===== config.mk =====
export PLATFORM = sky130hd
export DESIGN_NAME = eaba_calc
export DESIGN_NICKNAME = d
export VERILOG_FILES = /design/src/rtl/core/eaba_pkg.sv /design/src/rtl/core/eaba_calc.sv
export SDC_FILE = /design/constraint.sdc
export NUM_CORES = 1
export LEC_CHECK = 0
export ABC_AREA = 1
export BUFFER_PORTS_ARGS = -buffer_cell sky130_fd_sc_hd__buf_2
export CAP_MARGIN = 10
export CORE_MARGIN = 10
export CORE_UTILIZATION = 35
export DETAILED_ROUTE_END_ITERATION = 12
export PLACE_DENSITY = 0.56
export REMOVE_ABC_BUFFERS = 1
export SLEW_MARGIN = 25
export SYNTH_ARGS = -nofsm -noshare
export SYNTH_HDL_FRONTEND = slang
export SYNTH_SLANG_ARGS = --single-unit

===== constraint.sdc =====
create_clock -name i_clk -period 4.5 [get_ports i_clk]
set_input_delay 0.225 -clock i_clk [delete_from_list [all_inputs] [get_ports i_clk]]
set_output_delay 0.225 -clock i_clk [all_outputs]
set_load 0.005 [all_outputs]

===== src/rtl/core/eaba_pkg.sv =====
// Package for the event-aligned block averager: codes, state type and the
// request and response records of the shared divide and square-root unit.
// Depends on nothing; the top level and eaba_calc refer to it by scoped names.
`timescale 1ns / 1ps

package eaba_pkg;

    localparam int unsigned MAX_SAMPLES = 65536;
    localparam int unsigned MAX_BLOCK   = 64;

    localparam int unsigned CALC_NUM_W = 76;
    localparam int unsigned CALC_DEN_W = 40;

    // Standard deviation used when the baseline holds a single sample (1.1).
    localparam logic [31:0] SD_ONE_POINT_ONE = 32'd72090;

    localparam logic [1:0] OP_LOAD  = 2'd0;
    localparam logic [1:0] OP_EVENT = 2'd1;
    localparam logic [1:0] OP_EMIT  = 2'd2;

    localparam logic [2:0] REG_PRE_COUNT        = 3'd0;
    localparam logic [2:0] REG_POST_COUNT       = 3'd1;
    localparam logic [2:0] REG_BASELINE_SPAN    = 3'd2;
    localparam logic [2:0] REG_BASELINE_EXCLUDE = 3'd3;
    localparam logic [2:0] REG_NORM_MODE        = 3'd4;
    localparam logic [2:0] REG_OUTPUT_MODE      = 3'd5;
    localparam logic [2:0] REG_NEGATE_INPUT     = 3'd6;

    localparam logic [2:0] NORM_NONE        = 3'd0;
    localparam logic [2:0] NORM_MINUS_START = 3'd1;
    localparam logic [2:0] NORM_BASE_MEAN   = 3'd2;
    localparam logic [2:0] NORM_ZSCORE      = 3'd3;
    localparam logic [2:0] NORM_DIV_MEAN    = 3'd4;

    localparam logic [1:0] ST_VALUE     = 2'd0;
    localparam logic [1:0] ST_EARLY     = 2'd1;
    localparam logic [1:0] ST_BEYOND    = 2'd2;
    localparam logic [1:0] ST_NO_BLOCKS = 2'd3;

    typedef enum logic [4:0] {
        S_IDLE,
        S_SKIP,
        S_SCAN,
        S_VAR1,
        S_VAR2,
        S_VDIV,
        S_SQRT,
        S_DEN,
        S_XRD,
        S_XWAIT,
        S_XNUM,
        S_DPREP,
        S_DCHK,
        S_DWAIT,
        S_PUT,
        S_ACC_WR,
        S_OUT,
        S_EM_RD,
        S_EM_WAIT
    } t_state;

    typedef enum logic [1:0] {
        CALC_DIV_LONG,
        CALC_DIV_SHORT,
        CALC_SQRT
    } t_calc_op;

    typedef struct packed {
        logic                  start;
        t_calc_op              op;
        logic [CALC_NUM_W-1:0] num;
        logic [CALC_DEN_W-1:0] den;
    } t_calc_req;

    typedef struct packed {
        logic        done;
        logic [63:0] result;
    } t_calc_rsp;

endpackage


===== src/rtl/core/eaba_calc.sv =====
// Shared sequential arithmetic unit: restoring division one quotient bit a
// cycle (64 or 33 bits) and integer square root one root bit a cycle.
// Depends on eaba_pkg.
`timescale 1ns / 1ps

module eaba_calc (
    input  logic                i_clk,
    input  logic                i_rst_n,
    input  eaba_pkg::t_calc_req i_req,
    output eaba_pkg::t_calc_rsp o_rsp
);

    logic                 r_busy;
    logic                 r_done;
    logic [6:0]           r_cnt;
    eaba_pkg::t_calc_op   r_op;
    logic [40:0]          r_rem;
    logic [63:0]          r_sh;
    logic [63:0]          r_q;
    logic [39:0]          r_den;

    logic [40:0] div_t;
    logic        div_ge;
    logic [35:0] sq_t;
    logic [35:0] sq_trial;
    logic        sq_ge;

    always_comb begin
        div_t    = {r_rem[39:0], r_sh[63]};
        div_ge   = div_t >= {1'b0, r_den};
        sq_t     = {r_rem[33:0], r_sh[63:62]};
        sq_trial = {2'b00, r_q[31:0], 2'b01};
        sq_ge    = sq_t >= sq_trial;
    end

    always_ff @(posedge i_clk) begin
        if (!i_rst_n) begin
            r_busy <= 1'b0;
            r_done <= 1'b0;
            r_cnt  <= '0;
        end else begin
            r_done <= 1'b0;
            if (!r_busy && i_req.start) begin
                r_busy <= 1'b1;
                unique case (i_req.op)
                    eaba_pkg::CALC_DIV_LONG:  r_cnt <= 7'd64;
                    eaba_pkg::CALC_DIV_SHORT: r_cnt <= 7'd33;
                    eaba_pkg::CALC_SQRT:      r_cnt <= 7'd32;
                    default:                  r_cnt <= 7'd32;
                endcase
            end else if (r_busy) begin
                r_cnt <= r_cnt - 7'd1;
                if (r_cnt == 7'd1) begin
                    r_busy <= 1'b0;
                    r_done <= 1'b1;
                end
            end
        end
    end

    always_ff @(posedge i_clk) begin
        if (!r_busy && i_req.start) begin
            r_op  <= i_req.op;
            r_den <= i_req.den;
            r_q   <= '0;
            unique case (i_req.op)
                eaba_pkg::CALC_DIV_LONG: begin
                    r_rem <= {29'd0, i_req.num[75:64]};
                    r_sh  <= i_req.num[63:0];
                end
                eaba_pkg::CALC_DIV_SHORT: begin
                    // The caller guarantees that the high part is below the divisor.
                    r_rem <= {1'b0, i_req.num[72:33]};
                    r_sh  <= {i_req.num[32:0], 31'd0};
                end
                default: begin
                    r_rem <= '0;
                    r_sh  <= i_req.num[63:0];
                end
            endcase
        end else if (r_busy) begin
            if (r_op == eaba_pkg::CALC_SQRT) begin
                r_sh <= {r_sh[61:0], 2'b00};
                if (sq_ge) begin
                    r_rem <= {5'd0, sq_t - sq_trial};
                    r_q   <= {r_q[62:0], 1'b1};
                end else begin
                    r_rem <= {5'd0, sq_t};
                    r_q   <= {r_q[62:0], 1'b0};
                end
            end else begin
                r_sh <= {r_sh[62:0], 1'b0};
                if (div_ge) begin
                    r_rem <= div_t - {1'b0, r_den};
                    r_q   <= {r_q[62:0], 1'b1};
                end else begin
                    r_rem <= div_t;
                    r_q   <= {r_q[62:0], 1'b0};
                end
            end
        end
    end

    assign o_rsp.done   = r_done;
    assign o_rsp.result = r_q;

endmodule

# After elaboration in Yosys (flattened, before gate mapping)
# Cells that the tools add are included.
word_totals:
  ff_bits: 219
  input_bits: 121
  output_inout_bits: 65
  wordCells: 43
op_classes:
  add_sub_neg: 3
  n_lt_le_gt_ge: 2
  eq_ne: 3
  n_mux: 20
  bitwise_logic: 2
  reduce_logical: 5
op_table:
  columns: ["operator", "n"]
  rows:
  - ["64-bit 2-to-1 mux", 4]
  - ["40-bit 2-to-1 mux", 4]
  - ["40-bit case mux with 2 select lines", 1]
  - ["41-bit by 40-bit greater-or-equal comparator with 1-bit output", 1]
  - ["40-bit subtractor", 1]
  - ["36-bit by 34-bit greater-or-equal comparator with 1-bit output", 1]
  - ["36-bit 2-to-1 mux", 1]
  - ["36-bit by 34-bit subtractor with 36-bit output", 1]
  - ["7-bit 2-to-1 mux", 2]
  - ["7-bit case mux with 2 select lines", 1]
  - ["7-bit by 1-bit equality test with 1-bit output (second input constant)", 1]
  - ["1-bit 2-to-1 mux", 7]
  - ["7-bit by 1-bit subtractor with 7-bit output (second input constant)", 1]
  - ["3-bit OR reduction", 1]
  - ["2-bit by 1-bit equality test with 1-bit output (second input constant)", 1]
  - ["2-bit equality test (second input constant)", 1]
  - ["2-bit logical NOT", 1]
  - ["1-bit inverter", 2]
  - ["2-bit nonzero test", 1]
  - ["1-bit logical AND", 1]
  - ["1-bit logical NOT", 1]

# Depth between registers and ports, before layout
# Gate-level depths: netlist of the first run.
depth:
  word_depth: 5
  depth_mapped: 18
  depth_no_buf: 18

# Worst setup path before layout of the first run
# Ideal clock, no wire load.
synth_path:
  path_kind: "register to register"
  startpoint: "register r_busy"
  endpoint: "register r_rem[0] (enable)"
  setup_ps: 509
  arrival_time_ps: 3702
  required_time_ps: 3991
  setup_slack_ps: 289
  stages_incl_launch_ff: 4
  n_path_buf: 1
  period_less_slack_ps: 4211
  cell_sequence: "dfxtp_1 nor2_1 inv_2 buf_1"
synth_between:
  elab_chain_len: 3
synth_lines:
  columns: ["item", "line_no", "rtl"]
  rows:
  - ["start, declared", "eaba_calc.sv:13", "logic r_busy;"]
  - ["start signal, assigned", "eaba_calc.sv:38", "r_busy <= 1'b0;"]
  - ["start signal, assigned", "eaba_calc.sv:44", "r_busy <= 1'b1;"]
  - ["start signal, assigned", "eaba_calc.sv:54", "r_busy <= 1'b0;"]
  - ["1-bit logical NOT", "eaba_calc.sv:62", "if (!r_busy && i_req.start) begin"]
  - ["1-bit logical AND", "eaba_calc.sv:62", null]
  - ["2-bit nonzero test (no line) *", null, null]
  - ["end signal, assigned", "eaba_calc.sv:68", "r_rem <= {29'd0, i_req.num[75:64]};"]
  - ["end signal, assigned", "eaba_calc.sv:73", "r_rem <= {1'b0, i_req.num[72:33]};"]
  - ["end signal, assigned", "eaba_calc.sv:85", "r_rem <= {5'd0, sq_t - sq_trial};"]
  - ["end, declared", "eaba_calc.sv:17", "logic [40:0] r_rem;"]
# Mark *: on every way between the ends. The rest lies on a longest branch, timed or not.
# A chain may end at the register's enable or synchronous reset.

# Worst setup path after layout of the first run
layout_path:
  startpoint: "register r_rem[33]"
  endpoint: "register r_rem[25] (data pin)"
layout_between:
  elab_chain_len: 5
  elab_cells_between_ends: 7
  classes_between: "2 x order compare; 5 x mux"
layout_lines:
  columns: ["item", "line_no", "rtl"]
  rows:
  - ["41-bit by 40-bit greater-or-equal comparator with 1-bit output or 36-bit by 34-bit greater-or-equal comparator with 1-bit output (tied branches)", "eaba_calc.sv:30, eaba_calc.sv:33", null]
  - ["40-bit 2-to-1 mux or 36-bit 2-to-1 mux (tied branches)", "eaba_calc.sv:93, eaba_calc.sv:84", null]
  - ["40-bit 2-to-1 mux *", "eaba_calc.sv:82", "if (r_op == eaba_pkg::CALC_SQRT) begin"]
  - ["40-bit 2-to-1 mux *", "eaba_calc.sv:81", "end else if (r_busy) begin"]
  - ["40-bit 2-to-1 mux *", "eaba_calc.sv:62", null]
# Mark *: on every way between the ends. The rest lies on a longest branch, timed or not. The select of a mux whose other input is x is not followed.

==> results of run 1 <==
[where the power goes]
| part | internal, uW | switching [uW] | leakage (uW) |
|---|---|---|---|
| logic | 1810 | 3570 | 0.00591 |
| clock network | 1290 | 948 | 0.000455 |
| registers | 2550 | 343 | 0.00207 |
[per-stage QoR]
step | area [sq um] | utilization [%]
after global placement | 16600 | 38.6
final | 18600 | 43.5
after CTS | 18600 | 43.5
after floorplan | 14800 | -
after detailed placement | 16600 | 38.6
after global routing | 18600 | 43.5
[cell usage after synthesis, types with 2 or more instances]
cell type / instances
a21oi_2: 5
buf_1: 10
xnor2_1: 32
a21o_1: 4
inv_1: 317
o2111ai_1: 13
nand2_8: 2
clkbuf_1: 32
o21bai_1: 11
nor4_1: 3
dfxtp_1: 73
nor3b_1: 2
or2_2: 2
edfxtp_1: 146
nor3_1: 19
o221ai_1: 26
nand4_1: 21
and2_1: 2
ha_1: 76
nand2_1: 581
xor2_1: 6
buf_4: 5
inv_2: 8
o21a_1: 5
buf_6: 8
o22ai_1: 62
nor2_1: 148
nor2_2: 6
nand2_2: 8
a21oi_1: 92
nand3_1: 156
o21ai_0: 52
or2_1: 6
nor2_4: 4
a31oi_1: 2
o21ai_1: 10
buf_2: 6
o211ai_2: 2
a22oi_1: 36
o211ai_1: 33
nand3_2: 5
[area by class of cell]
class / count / area share, %
Sequential cell: 219 / 31.4
Clock inverter: 11 / 0.617
Timing Repair Buffer: 311 / 11.6
Multi-Input combinational cell: 1445 / 41.6
Clock buffer: 41 / 4.26
Inverter: 326 / 6.60
Tap cell: 585 / 3.93
[worst max-delay path, stage by stage (launching register included)]
cell	delay, ps
edfxtp_1	570
ha_1	470
a21oi_1	270
o21ai_1	150
a21oi_1	250
nand2_2	100
nor2_4	220
nand2_8	300
inv_2	320
nand2_1	90
nand3_1	100
nand3_1	80
[sequential cells by signal (all words and copies together) (netlist names)]
signal  flops
r_q        64
r_rem      40
r_cnt       7
r_op        2
r_busy      1
r_sh       64
r_den      40
r_done      1
[metal layers]
metal / GRT usage, % / vias up / wire (um)
met5: 0 / - / 0
met4: 7.00 / 0 / 1990
met3: 3.54 / 92 / 3500
met2: 33.6 / 523 / 25800
met1: 28.2 / 7142 / 25300
li1: - / 7465 / -
[cells by family after synthesis]
| group | synth area share (%) |
|---|---|
| XOR/XNOR | 2.20 |
| AO/OA/AOI/OAI | 15.2 |
| flip-flops | 38.6 |
| AND/OR/NAND/NOR | 27.4 |
| buffers and inverters | 10.2 |
| adder cells (fa/ha/maj) | 6.42 |
[final timing paths]
kind | start | end | slack, ps | cells past startpoint
setup / recovery | r_rem[33] | r_rem[25] | 1280 | 11
setup reg to reg | r_rem[33] | r_rem[25] | 1280 | 11
hold / removal | i_req[112] | r_rem[8] | 6 | 3
hold reg to reg | r_q[63] | r_q[63] | 460 | 2
==> flow_summary_export.csv, run 1 <==
group,metric,value,unit
outcome,status,"complete, no violations",
synth,async_flop_share,0,%
pwr,p_leak,0.00843,uW
setup_path,path_class,"flip-flop to flip-flop",
route,wire_per_inst,19.3,um
placed_design,pre_cts_slack,1290,ps
clocking,cts-buffers-inserted,28,
timing,max_slew_margin,37.7,%
clocking,cts_buffer_depth,3,
timing,period_share,71.5,%
synth,ys_top_cells_by_area,"edfxtp_1, nand2_1, dfxtp_1",
setup_path,required,4820,ps
route,routed_wirelength,56.6,mm
grt,grt_max_degree,114,
synth,synth-seq-cells,219,
pwr,power.density,564,nW/um^2
timing,fin_setup_tns,0,ps
floorplanning,initial_core_util,35.3,%
setup_path,worstPathArrival,3540,ps
timing,hold_viol_final,0,
grt,antenna_found_initial,1,
clocking,cts.reportedPaths.clkPinSlew,70,ps
timing,fin_hold_ws,6.49,ps
timing,tightestPinTransition,933,ps
synth,yosysSeqAreaShare,38.6,%
synth,ys.flop_type,"edfxtp_1",
grt,grt_pass1_wl,86.8,mm
route,vias,15200,
timing,fmax,0.311,GHz
floorplanning,core_area,42900,sq um
synth,yosysWarningCount,0,
final_layout,multi_input_area,7760,sq um
route,drt_first_pass_iters,6,
final_layout,finalNonFillerCells,2938,
placed_design,place_congestion,0.963,
synth,yosysTopAreaCell,"edfxtp_1",
synth,syn_area_per_cell,7.38,sq um
synth,synth_cell_types,55,
placed_design,dp.cells,2770,
route,drc,0,
final_layout,area_delta_synth_final,23.2,%
route,drtAntennaViolNets,0,
timing,maxSlewViolCount,0,
pwr,max-vdd-ir-drop,327,uV
grt,grt_usage,21.0,%
floorplanning,io_pins,186,
clocking,post_cts_buffers,0,
synth,synth_top_area_share,29.0,%
clocking,cts_hold_buf,116,
timing,setup_viol,0,
floorplanning,die_h,228,um
min_path,min_path_type,"primary input to flip-flop",
synth,synth_cells,2051,
clocking,h-tree-depth,1,
setup_path,endpoint_kind,"flip-flop",
final_layout,finalNetCount,2529,
setup_path,worstPathMaxFanout,70,
run,cap_violations,0,
timing,min_period,3220,ps
final_layout,final_common_cell,"nand2_1",
timing,worst_clock_skew,22.1,ps
clocking,post_cts_resized,0,
clocking,clkSinkCount,219,
clocking,cts_tree,"done",
placed_design,io_buffers,185,
clocking,clock_latency,580,ps
final_layout,final_cell_mix,"nand2_1, inv_1, buf_2",
placed_design,dp_hpwl,44.0,mm
floorplanning,die_width,228,um
grt,grt_pass1_vias,14800,
timing,rsz0062_at_grt,"no",
final_layout,fillCellCount,4401,
final_layout,layout-drive-gt1-share,12.5,%
pwr,p_total,10500,uW
grt,globalRouteOverflowTotal,0,
floorplanning,rows,76,
final_layout,register_area,5850,sq um
clocking,ctsRootBufferMaster,"clkbuf_16",
final_layout,diodes,0,
route,viasPerCell,5.18,
route,drtIter0Drc,1314,
setup_path,crit_path_start_kind,"flip-flop",
timing,fin_ws,1280,ps
synth,synth_edf_count,146,
floorplanning,die_area,51900,sq um
synth,synth.cell_area,15100,sq um
Note: power is estimated with default switching activity, not from simulation.
==> inputs of run 2 (changes only) <==
- PLACE_DENSITY: 0.56 -> 0.54
- clock period: 4.5 -> 3.3 ns (I/O delays scaled with it)
==> run 2 against run 1 <==
Compared with the run above: flip-flop and latch count is the same; maximum frequency grew 3.7%; cell area grew 0.89%; power grew 37%; highest routed layer unchanged; critical path depth is the same; count of clock-buffer cells in the layout shrank 3; cell count grew 0.58%.
==> flow_summary_export.csv, run 2 (synthesized netlist as in run 1, its figures left out) <==
group,metric,value,unit
outcome,status,"complete, no violations",
timing,max_slew_margin,44.0,%
timing,fin_hold_ws,9.89,ps
final_layout,fillCellCount,4377,
placed_design,pre_cts_slack,224,ps
clocking,post_cts_resized,0,
final_layout,final_area,18800,sq um
clocking,cts_hold_buf,125,
timing,min_period,3100,ps
final_layout,final_cell_mix,"nand2_1, inv_1, buf_2",
timing,setup_viol,0,
final_layout,diodes,0,
timing,worst_clock_skew,24.1,ps
timing,fin_ws,198,ps
clocking,cts_tree,"done",
grt,grt_usage,21.6,%
placed_design,postPlaceCellArea,16700,sq um
route,routed_wirelength,58.3,mm
final_layout,register_area,5850,sq um
setup_path,r2r_start,"r_rem[33]",
pwr,power.density,764,nW/um^2
floorplanning,initial_core_util,35.3,%
setup_path,endpoint_kind,"flip-flop",
run,cap_violations,0,
route,drtAntennaViolNets,0,
clocking,cts_buffer_depth,3,
setup_path,crit_path_end,"r_rem[21]",
route,drc,0,
setup_path,worstPathMaxFanout,70,
grt,grt_pass1_wl,89.2,mm
floorplanning,rows,76,
timing,period_share,94.0,%
final_layout,layout-drive-gt1-share,12.8,%
setup_path,worst-r2r-cell-count,11,
timing,rsz0062_at_grt,"no",
pwr,max-vdd-ir-drop,460,uV
route,drt_first_pass_iters,6,
grt,grt_pass1_vias,15200,
floorplanning,die_area,51900,sq um
route,drtIter0Drc,1293,
placed_design,place_congestion,0.985,
setup_path,required,3620,ps
timing,hold_viol_final,0,
floorplanning,io_pins,186,
floorplanning,die_h,228,um
grt,antenna_found_initial,0,
route,vias,15400,
final_layout,multi_input_area,7760,sq um
clocking,ctsRootBufferMaster,"clkbuf_16",
clocking,cts.reportedPaths.clkPinSlew,70,ps
pwr,p_leak,0.00852,uW
route,wire_per_inst,19.7,um
timing,maxSlewViolCount,0,
clocking,cts-buffers-inserted,27,
route,viasPerCell,5.20,
final_layout,finalNetCount,2547,
clocking,h-tree-depth,1,
min_path,min_path_type,"primary input to flip-flop",
floorplanning,core_area,42900,sq um
setup_path,crit_path_start_kind,"flip-flop",
final_layout,final_common_cell,"nand2_1",
setup_path,r2r_setup_slack,200,ps
timing,fmax,0.322,GHz
clocking,post_cts_buffers,0,
placed_design,io_buffers,185,
grt,globalRouteOverflowTotal,0,
clocking,clkSinkCount,219,
setup_path,r2r-end,"r_rem[21]",
placed_design,dp_hpwl,45.5,mm
grt,grt_max_degree,71,
setup_path,worstPathArrival,3420,ps
setup_path,startpoint,"r_rem[33]",
setup_path,path_class,"flip-flop to flip-flop",
final_layout,largest_registers,"r_q (64), r_sh (64)",
timing,tightestPinTransition,839,ps
clocking,clock_latency,580,ps
final_layout,area_delta_synth_final,24.3,%
floorplanning,die_width,228,um
min_path,min_from,"i_req[81]",
-- run 2: metal layers --
layer	track usage (%)	share of wire [%]
met1	28.5	45
met2	35.3	46
met3	3.57	6.1
met4	7.37	3.6
met5	0	0
-- run 2: critical path: stages (launching register included) --
cell and delay (ps):
edfxtp_1 590, ha_1 460, a21oi_1 290, o21ai_1 150, a21oi_1 200, nand2_2 90, nor2_4 190, nand2_8 280
inv_2 310, nand2_1 90, nand3_1 90, nand3_1 100
-- run 2: area by class of cell --
type / count / share of cell area [%]
clock inverters: 12 / 0.459
clock buffers: 38 / 4.32
multi-input cells: 1445 / 41.3
inverters: 326 / 6.53
repair buffers: 330 / 12.4
flip-flops and latches: 219 / 31.1
well taps: 585 / 3.89
-- run 2: how the worst min path moves through the flow --
stage	endpoint	slack (ps)	cells past startpoint
global placement	r_den[26]	340	1
CTS	r_rem[19]	4	3
floorplan	r_den[0]	260	0
global route	r_rem[8]	20	3
finish	r_rem[8]	10	3
detailed placement	r_den[19]	340	1
-- run 2: report_power, final --
group	total, uW	switching, uW	internal [uW]
Combinational	7420	4910	2510
Sequential	3940	458	3480
Clock	3020	1280	1740
Total	14400	6650	7720
-- run 2: stage by stage --
| stage | utilization [%] | power [uW] | setup TNS (ps) | cells |
|---|---|---|---|---|
| after floorplan | - | 8870 | -55230 | 1990 |
| after global placement | 38.8 | 11200 | 0 | 2780 |
| after detailed placement | 38.8 | 11100 | 0 | 2780 |
| after CTS | 43.9 | 14400 | 0 | 2955 |
| after global routing | 43.9 | 15400 | 0 | 2955 |
| final | 43.9 | 14400 | 0 | 2955 |
